$ cat config.mk
export PLATFORM = sky130hd
export DESIGN_NAME = joystick_press_event_pacer
export DESIGN_NICKNAME = d
export VERILOG_FILES = /design/src/jpep_pkg.sv /design/src/jpep_cfg_regs.sv /design/src/jpep_step.sv /design/src/joystick_press_event_pacer.sv
export SDC_FILE = /design/constraint.sdc
export NUM_CORES = 1
export LEC_CHECK = 0
export ABC_AREA = 1
export ABC_CLOCK_PERIOD_IN_PS = 3900
export BUFFER_PORTS_ARGS = -buffer_cell sky130_fd_sc_hd__buf_4
export CAP_MARGIN = 5
export CORE_MARGIN = 5
export CORE_UTILIZATION = 35
export CTS_BUF_LIST = sky130_fd_sc_hd__clkbuf_8
export DETAILED_ROUTE_END_ITERATION = 8
export PLACE_DENSITY = 0.52
export SLEW_MARGIN = 20
export SYNTH_ARGS = -nofsm -noshare
export SYNTH_HDL_FRONTEND = slang
export SYNTH_SLANG_ARGS = --single-unit
$ cat constraint.sdc
create_clock -name clk_i -period 3.9 [get_ports clk_i]
set_input_delay 0.195 -clock clk_i [delete_from_list [all_inputs] [get_ports clk_i]]
set_output_delay 0.195 -clock clk_i [all_outputs]
set_load 0.03 [all_outputs]
$ cat src/jpep_pkg.sv
// ----------------------------------------------------------------------------
// Joystick press-event pacer package
// Shared types, register indexes, reset values and direction codes.
// ----------------------------------------------------------------------------
package jpep_pkg;

  localparam int unsigned TimeW   = 32;
  localparam int unsigned CfgW    = 16;
  localparam int unsigned CfgIdxW = 2;

  typedef enum logic [2:0] {
    DIR_NONE   = 3'd0,
    DIR_UP     = 3'd1,
    DIR_DOWN   = 3'd2,
    DIR_LEFT   = 3'd3,
    DIR_RIGHT  = 3'd4,
    DIR_CENTER = 3'd5
  } dir_e;

  typedef enum logic [CfgIdxW-1:0] {
    REG_REPEAT_DELAY = 2'd0,
    REG_REPEAT_RATE  = 2'd1,
    REG_REBOOT_HOLD  = 2'd2
  } reg_idx_e;

  localparam logic [CfgW-1:0] RepeatDelayReset = 16'd400;
  localparam logic [CfgW-1:0] RepeatRateReset  = 16'd120;
  localparam logic [CfgW-1:0] RebootHoldReset  = 16'd10000;

  typedef struct packed {
    logic [CfgW-1:0] repeat_delay;
    logic [CfgW-1:0] repeat_rate;
    logic [CfgW-1:0] reboot_hold;
  } cfg_t;

  typedef struct packed {
    logic [2:0]       direction;
    logic [TimeW-1:0] now_ms;
    logic             display_busy;
  } sample_t;

  typedef struct packed {
    dir_e             prev_dir;
    dir_e             pending;
    logic [TimeW-1:0] hold_start;
    logic [TimeW-1:0] last_emit;
    logic [TimeW-1:0] center_start;
  } state_t;

  typedef struct packed {
    logic event_valid;
    dir_e event_code;
    logic reboot_request;
  } result_t;

  localparam state_t StateReset = '{
    prev_dir:     DIR_NONE,
    pending:      DIR_NONE,
    hold_start:   '0,
    last_emit:    '0,
    center_start: '0
  };

endpackage

$ cat src/jpep_cfg_regs.sv
// ----------------------------------------------------------------------------
// Joystick press-event pacer configuration registers
// Holds the repeat delay, repeat rate and reboot hold times.
// ----------------------------------------------------------------------------
module jpep_cfg_regs
  import jpep_pkg::*;
(
  input  logic               clk_i,
  input  logic               rst_ni,
  input  logic               cfg_valid_i,
  output logic               cfg_ready_o,
  input  logic [CfgIdxW-1:0] cfg_index_i,
  input  logic [CfgW-1:0]    cfg_data_i,
  output cfg_t               cfg_o
);

  cfg_t cfg_q, cfg_d;

  assign cfg_ready_o = 1'b1;

  always_comb begin
    cfg_d = cfg_q;
    if (cfg_valid_i) begin
      case (reg_idx_e'(cfg_index_i))
        REG_REPEAT_DELAY: cfg_d.repeat_delay = cfg_data_i;
        REG_REPEAT_RATE:  cfg_d.repeat_rate  = cfg_data_i;
        REG_REBOOT_HOLD:  cfg_d.reboot_hold  = cfg_data_i;
        default:          cfg_d = cfg_q;
      endcase
    end
  end

  always_ff @(posedge clk_i or negedge rst_ni) begin
    if (!rst_ni) begin
      cfg_q <= '{repeat_delay: RepeatDelayReset,
                 repeat_rate:  RepeatRateReset,
                 reboot_hold:  RebootHoldReset};
    end else begin
      cfg_q <= cfg_d;
    end
  end

  assign cfg_o = cfg_q;

endmodule

$ cat src/jpep_step.sv
// ----------------------------------------------------------------------------
// Joystick press-event pacer step logic
// Computes the next pacer state and the result for one sample.
// ----------------------------------------------------------------------------
module jpep_step
  import jpep_pkg::*;
(
  input  sample_t sample_i,
  input  state_t  state_i,
  input  cfg_t    cfg_i,
  output state_t  state_o,
  output result_t result_o
);

  dir_e             dir;
  logic [TimeW-1:0] now;
  logic [TimeW-1:0] center_elapsed;
  logic [TimeW-1:0] hold_elapsed;
  logic [TimeW-1:0] emit_elapsed;
  logic             reboot;
  logic             repeat_due;
  logic             is_edge;
  state_t           nxt;

  assign now            = sample_i.now_ms;
  assign center_elapsed = now - state_i.center_start;
  assign hold_elapsed   = now - state_i.hold_start;
  assign emit_elapsed   = now - state_i.last_emit;

  always_comb begin
    if (sample_i.direction > 3'(DIR_CENTER)) begin
      dir = DIR_NONE;
    end else begin
      dir = dir_e'(sample_i.direction);
    end
  end

  assign is_edge    = (state_i.prev_dir != dir);
  assign reboot     = (dir == DIR_CENTER) && (state_i.center_start != '0) &&
                      (center_elapsed >= {{(TimeW-CfgW){1'b0}}, cfg_i.reboot_hold});
  assign repeat_due = (hold_elapsed > {{(TimeW-CfgW){1'b0}}, cfg_i.repeat_delay}) &&
                      (emit_elapsed > {{(TimeW-CfgW){1'b0}}, cfg_i.repeat_rate});

  always_comb begin
    nxt = state_i;
    if (dir == DIR_CENTER) begin
      if (state_i.center_start == '0) begin
        nxt.center_start = now;
      end
    end else begin
      nxt.center_start = '0;
    end
    case (dir)
      DIR_UP, DIR_DOWN: begin
        if (is_edge) begin
          nxt.hold_start = now;
          nxt.pending    = dir;
        end else if (repeat_due) begin
          nxt.pending = dir;
        end
      end
      DIR_LEFT, DIR_RIGHT, DIR_CENTER: begin
        if (is_edge) begin
          nxt.pending = dir;
        end
      end
      default: begin
      end
    endcase
    nxt.prev_dir = dir;
  end

  always_comb begin
    state_o  = nxt;
    result_o = '{event_valid: 1'b0, event_code: DIR_NONE, reboot_request: 1'b0};
    if (reboot) begin
      state_o                 = StateReset;
      result_o.reboot_request = 1'b1;
    end else if ((nxt.pending != DIR_NONE) && !sample_i.display_busy) begin
      result_o.event_valid = 1'b1;
      result_o.event_code  = nxt.pending;
      state_o.last_emit    = now;
      state_o.pending      = DIR_NONE;
    end
  end

endmodule

$ cat src/joystick_press_event_pacer.sv
// An accepted sample word is held in the input register, then in the result register.
// Throughput: one sample per cycle unless stalled; the state is one registered pass.
// Reset: asynchronous, active low; clears the pacer state and the pipeline valid flags,
// and loads the default repeat delay, repeat rate and reboot hold times.
// The configuration port is always ready.
// ----------------------------------------------------------------------------
// Joystick press-event pacer
// Edge detection, up/down auto-repeat, display-busy holdback and a long
// center-hold reboot request, one poll sample per word.
// ----------------------------------------------------------------------------
module joystick_press_event_pacer
  import jpep_pkg::*;
(
  input  logic               clk_i,
  input  logic               rst_ni,
  input  logic               in_valid_i,
  output logic               in_stall_o,
  input  logic [2:0]         direction_i,
  input  logic [TimeW-1:0]   now_ms_i,
  input  logic               display_busy_i,
  output logic               out_valid_o,
  input  logic               out_stall_i,
  output logic               event_valid_o,
  output logic [2:0]         event_code_o,
  output logic               reboot_request_o,
  input  logic               cfg_valid_i,
  output logic               cfg_ready_o,
  input  logic [CfgIdxW-1:0] cfg_index_i,
  input  logic [CfgW-1:0]    cfg_data_i
);

  cfg_t    cfg;
  sample_t in_q;
  logic    in_valid_q;
  state_t  state_q, state_d;
  result_t res_d, res_q;
  logic    res_valid_q;
  logic    out_free;
  logic    in_load;
  logic    advance;

  jpep_cfg_regs u_cfg_regs (
    .clk_i       (clk_i),
    .rst_ni      (rst_ni),
    .cfg_valid_i (cfg_valid_i),
    .cfg_ready_o (cfg_ready_o),
    .cfg_index_i (cfg_index_i),
    .cfg_data_i  (cfg_data_i),
    .cfg_o       (cfg)
  );

  jpep_step u_step (
    .sample_i (in_q),
    .state_i  (state_q),
    .cfg_i    (cfg),
    .state_o  (state_d),
    .result_o (res_d)
  );

  assign out_free   = !res_valid_q || !out_stall_i;
  assign advance    = in_valid_q && out_free;
  assign in_stall_o = in_valid_q && !out_free;
  assign in_load    = in_valid_i && !in_stall_o;

  always_ff @(posedge clk_i or negedge rst_ni) begin
    if (!rst_ni) begin
      in_valid_q  <= 1'b0;
      res_valid_q <= 1'b0;
      state_q     <= StateReset;
    end else begin
      if (in_load) begin
        in_valid_q <= 1'b1;
      end else if (advance) begin
        in_valid_q <= 1'b0;
      end
      if (advance) begin
        res_valid_q <= 1'b1;
        state_q     <= state_d;
      end else if (out_free) begin
        res_valid_q <= 1'b0;
      end
    end
  end

  always_ff @(posedge clk_i) begin
    if (in_load) begin
      in_q <= '{direction: direction_i, now_ms: now_ms_i, display_busy: display_busy_i};
    end
    if (advance) begin
      res_q <= res_d;
    end
  end

  assign out_valid_o      = res_valid_q;
  assign event_valid_o    = res_q.event_valid;
  assign event_code_o     = 3'(res_q.event_code);
  assign reboot_request_o = res_q.reboot_request;

endmodule

**Yosys cells after proc, flatten, opt, wreduce, memory -nomap -nowiden**

Index checks and enable logic that the tools add are counted.

- Input bits: 59
- Output and inout bits: 8
- Flip-flop bits (word level): 193
- Logic and storage cells: 86

- Order comparisons: 4
- Muxes and demuxes: 22
- Equality and inequality tests: 9
- $add $sub $neg: 3
- Reductions and logical operators: 31
- Bitwise gates (word level): 1

Operator list:

| kind | number |
|---|---|
| two-way mux 32 bit | 8 |
| subtractor 32 bit | 3 |
| greater-than comparator 32 x 16 -> 1 bit | 2 |
| greater-or-equal comparator 32 x 16 -> 1 bit | 1 |
| logical NOT 32 bit | 1 |
| nonzero test 32 bit | 1 |
| two-way mux 3 bit | 7 |
| AND reduction 2 bit | 5 |
| nonzero test 2 bit | 5 |
| logical AND 1 bit | 7 |
| == test 3 x 2 -> 1 bit, second input constant | 2 |
| == test 3 bit, second input constant | 2 |
| one-hot mux 3 bit (2 select lines) | 1 |
| logical NOT 1 bit | 5 |
| two-way mux 1 bit | 5 |
| two-way mux 4 bit | 1 |
| OR reduction 2 bit | 2 |
| == test 3 x 1 -> 1 bit, second input constant | 1 |
| greater-than comparator 3 bit, second input constant | 1 |
| inequality test 3 x 2 -> 1 bit, second input constant | 1 |
| inequality test 3 bit | 1 |
| AND reduction 3 bit | 1 |
| nonzero test 3 bit | 1 |
| OR reduction 3 bit | 1 |
| other kinds (5) | 5 |

**Depth between registers and ports, before layout**

- Depth in word-level cells: 10
- Mapped depth: 37
- Mapped depth without buffers: 36

**By module**

Synthesis repeated with hierarchy kept, for this count alone.

- Cells, all modules: 2791
- Area total of the unflattened synthesis: 17636.9 um^2

Modules (own cells, without submodules):

| module | area an instance (um^2) | times used | cells an instance | sequential area each (um^2) |
|---|---|---|---|---|
| jpep_step | 10214.8 | 1 | 2080 | 0.0 |
| joystick_press_event_pacer | 5351.4 | 1 | 495 | 3833.7 |
| jpep_cfg_regs | 2070.7 | 1 | 216 | 1216.2 |

**Least setup slack after synthesis**

Ideal clock, no wire load.

- Kind: register to register
- Start: register in_q[3] (netlist name)
- End: register state_q[33] (netlist name)
- Slack: 253 ps
- Arrival: 3530 ps
- Required time: 3783 ps
- Setup time: 117 ps
- Path buffers: 2
- Period minus slack after synthesis: 3647 ps
- Cell stages (with the launch flop): 35
- Path through: edfxtp_1 -> ha_1 -> buf_4 -> a21oi_2 -> nand2_2 -> nand2_1 -> nand2_1 -> nand2_1 -> nand2_1 -> xor2_1 -> ha_1 -> nand2_1 -> nor2_1 -> nand3_1 -> nor2_1 -> nand4_1 -> nand2_1 -> nand3_1 -> nor2_1 -> nand2_1 -> nor2_1 -> nand2_1 -> nand2_2 -> nand2_1 -> nand2_1 -> nand3_1 -> nand2_1 -> nand2_1 -> nand2_2 -> nand2_4 -> nand2_8 -> nand2_8 -> buf_12 -> nand2_2 -> nand2_1

- Cells in the longest elaborated chain, start to end: 10
- Elaborated cells on any way between the ends: 16
- Those cells by class: 3 x add/sub; 3 x order compare; 4 x mux; 6 x reduce/logical

RTL lines:

| what | line | RTL |
|---|---|---|
| from (decl) | joystick_press_event_pacer.sv:33 | `sample_t in_q;` |
| from (signal assigned) | joystick_press_event_pacer.sv:87 | `in_q <= '{direction: direction_i, now_ms: now_ms_i, display_busy: display_busy_i};` |
| subtractor 32 bit (on tied branches) | jpep_step.sv:27, jpep_step.sv:28 |  |
| greater-than comparator 32 x 16 -> 1 bit (on tied branches) | jpep_step.sv:41, jpep_step.sv:42 |  |
| logical AND 1 bit | jpep_step.sv:41 | `assign repeat_due = (hold_elapsed > {{(TimeW-CfgW){1'b0}}, cfg_i.repeat_delay}) &&` |
| two-way mux 3 bit | jpep_step.sv:58 | `end else if (repeat_due) begin` |
| two-way mux 3 bit | jpep_step.sv:55 | `if (is_edge) begin` |
| one-hot mux 3 bit (2 select lines) | jpep_step.sv:53 | `case (dir)` |
| nonzero test 3 bit | jpep_step.sv:79 | `end else if ((nxt.pending != DIR_NONE) && !sample_i.display_busy) begin` |
| logical AND 1 bit | jpep_step.sv:79 |  |
| nonzero test 2 bit (no line) | - |  |
| AND reduction 2 bit (no line) | - |  |
| to (signal assigned) | joystick_press_event_pacer.sv:69 | `state_q <= StateReset;` |
| to (signal assigned) | joystick_press_event_pacer.sv:78 | `state_q <= state_d;` |
| to (decl) | joystick_press_event_pacer.sv:35 | `state_t state_q, state_d;` |

Parallel ways exist; a longest one is shown, timed or not.
A chain may end at the register's enable or synchronous reset.

**Worst setup path after layout**

- Start: register in_q[9] (netlist name)
- End: register state_q[35] (netlist name)

The elaborated chain is that of the path after synthesis.

==> impl_metrics.yaml <==
clock_tree:
  clk_pin_slew_ns: 0.12
  cts_made_buffers: 17
  clock_path_buffers: 2
  cts_root_buf: "clkbuf_8"
  clock_sinks: 193
  clk_latency_ns: 0.52
  htreeDepth: 4
  cts_tree: "built"
critical_path:
  r2r_cells: 34
  cp-start-kind: "flop"
  worstPathArrival_ns: 4.68
  reg2reg_slack_ns: -0.36
  critPathSlowestCell: "edfxtp_1"
  required_ns: 4.33
  worst_path_most_repeated_cell: "nand2_1"
  criticalPathCategory: "flop to flop"
  setup.worst_path.end: "state_q[35]"
  regToRegEndpoint: "state_q[35]"
  crit_path_max_fanout: 8
  r2r_start: "in_q[9]"
  crit_start: "in_q[9]"
  slowest_delay_ns: 0.43
  end_kind: "flop"
route:
  wl_per_cell_um: 16.3
  via_count: 16600
  drt_iter0_markers: 921
  vias_per_cell: 4.72
  firstDrtPassIters: 5
  ant_nets: 0
  drt-total-wl_mm: 57.6
  drc_errors: 0
sta:
  setup_viol: 106
  rsz0062_at_grt: "yes"
  hold_violations: 0
  maxSlewViolCount: 0
  relSlewSlack: 0.252
  worst_slew_pin_slew_ns: 1.11
  finClkSkew_ns: 0.0231
  finalCritPeriodShare: 1.09
  whs_ns: 0.0673
  fmax_mhz: 235
  setup_tns_ns: -28.54
  final.min_clock_period_ns: 4.26
  fin_ws_ns: -0.357
worst_hold_path:
  hp-class: "input port to flop"
  hold_start: "cfg_data_i[7]"
logic_synthesis:
  synth_cell_type_count: 51
  syn_nets: 2661
  avgSynthCellArea_um2: 6.60
  synthTopCellsByCount: "nand2_1 (825), inv_1 (507), nor2_1 (167), ha_1 (141), dfrtp_1 (140)"
  yosys-top-cells-area: "dfrtp_1 (22%), nand2_1 (19%), inv_1 (12%), ha_1 (11%), edfxtp_1 (7.6%)"
  async_reset_ff_frac: 0.788
  netlist_area_um2: 16200
  yosysSeqAreaShare: 0.311
  ys.flop_type: "dfrtp_1"
  synth.most_common_cell: "nand2_1"
  yosysTopAreaCell: "dfrtp_1"
  yosysWarnings: 0
  synth_top_area_share: 0.216
  ys_ff_latch: 193
  syn_inst: 2458
  synth-edff-count: 41
power:
  clkPwrFrac: 0.092
  pwr-share-comb: 0.709
  powerDensity_nw_per_um2: 639
  switching_share: 0.480
  p_seq_frac: 0.199
  internal_power_mw: 7.45
  ir_drop_mv: 0.384
  p_switching_mw: 6.88
  power.leakage_nw: 12.0
global_routing:
  grt_pass1_vias: 16300
  antenna_found_initial: 0
  grt.total_usage: 0.220
  grt_max_degree: 98
  overflow: 0
  grt_pass1_wl_mm: 86.8
placed_design:
  dp_slack_ns: -0.628
  port_buffers: 65
  dpl_cell_area_um2: 19400
  place.gp.congestion: 0.974
  dp_hpwl_mm: 45.7
floorplan:
  io_pins: 67
  floorplan.die.width_um: 225
  start_util: 0.351
  fp-row-count: 79
  die_h_um: 225
  core_area_um2: 46300
  dieArea_um2: 50800
outcome:
  outcome: "finished with violations"
  violations: "setup timing"
final_layout:
  syn_to_final_growth_pct: 38.3
  stdcell_area_um2: 22400
  drive_above_1_share: 0.268
  final_nets: 3107
flow_run:
  cap_violations: 0
[layer usage]
layer / up-vias / part of all wire / GRT usage
met5: - / 0 / 0
met4: 0 / 0.028 / 0.0761
met1: 7772 / 0.47 / 0.301
met3: 72 / 0.036 / 0.0244
li1: 8491 / - / -
met2: 307 / 0.47 / 0.363
[placed cells by master (no fill, tap or decap), drive strengths merged, types with 41 or more instances in the layout]
| master | count |
|---|---|
| dfrtp | 140 |
| a21oi | 102 |
| nor2 | 175 |
| inv | 518 |
| dlygate4sd3 | 45 |
| nand3 | 125 |
| buf | 411 |
| edfxtp | 41 |
| o21ai | 141 |
| ha | 141 |
| xor2 | 48 |
| nand2 | 875 |
[logic make-up after synthesis]
family	count (synthesis)	synth area share
simple gates	1242	0.321
buf+inv	548	0.134
compound gates	272	0.0900
flops	193	0.311
fa+ha+maj	144	0.112
xor+xnor	58	0.0313
other cells	1	0.000231
[power groups by stage]
stage                     sequential (mW)  clock, mW  combinational [mW]
after CTS                            2.85       1.36                9.44
after global placement               2.89          0                8.56
final                                2.86       1.32                10.2
after detailed placement             2.90          0                8.65
after floorplan                      2.82          0                5.32
after global routing                 2.91       1.44                11.3
[state kept, by name (all words and copies together) (netlist names)]
signal	count
state_q	102
u_cfg_regs.cfg_o	48
in_q	36
event_code_o	3
event_valid_o	1
in_valid_q	1
out_valid_o	1
reboot_request_o	1
[through the flow]
| stage | std cells | utilization | power (mW) |
|---|---|---|---|
| after floorplan | 2458 | - | 8.14 |
| after global placement | 3369 | 0.419 | 11.4 |
| after detailed placement | 3369 | 0.419 | 11.6 |
| after CTS | 3487 | 0.459 | 13.7 |
| after global routing | 3524 | 0.485 | 15.7 |
| final | 3525 | 0.485 | 14.3 |
[repair_timing]
action / 4_1_cts / 5_1_grt
pin swaps: 32 / 81
hold endpoints to repair: 146 / 0
gates cloned: 2 / 8
buffers inserted: 40 / 34
endpoints found under the setup margin: 106 / 106
hold buffers: 45 / 0
gates resized for setup: 121 / 208
[worst max-delay path: cells and delay by family, from the launching register on]
family | cells | cell delay (ns)
buffers and inverters | 2 | 0.41
xor gates and xnor gates | 1 | 0.17
and+or+nand+nor | 28 | 2.39
adders and majority gates | 2 | 0.56
DFF | 1 | 0.43
AOI/OAI and AO/OA | 1 | 0.19
[final cells by class]
cell class	instances	area [µm²]
sequential	193	5050
multi-input combinational	1718	10400
antenna	1	2.50
inverter	512	1920
fill	4663	23800
tap	607	759
clock buffer	18	248
clock inverter	14	131
timing repair buffer	462	3980
[worst min path at each step]
| stage | cells after the start | slack [ns] | endpoint |
|---|---|---|---|
| after floorplan | 0 | -0.10 | in_valid_q |
| after global placement | 1 | 0.36 | u_cfg_regs.cfg_o[37] |
| after detailed placement | 1 | 0.36 | u_cfg_regs.cfg_o[37] |
| after CTS | 3 | 0.005 | u_cfg_regs.cfg_o[39] |
| after global routing | 3 | 0.02 | u_cfg_regs.cfg_o[5] |
| final | 3 | 0.07 | u_cfg_regs.cfg_o[7] |
Power figures use the tool's default switching activity.
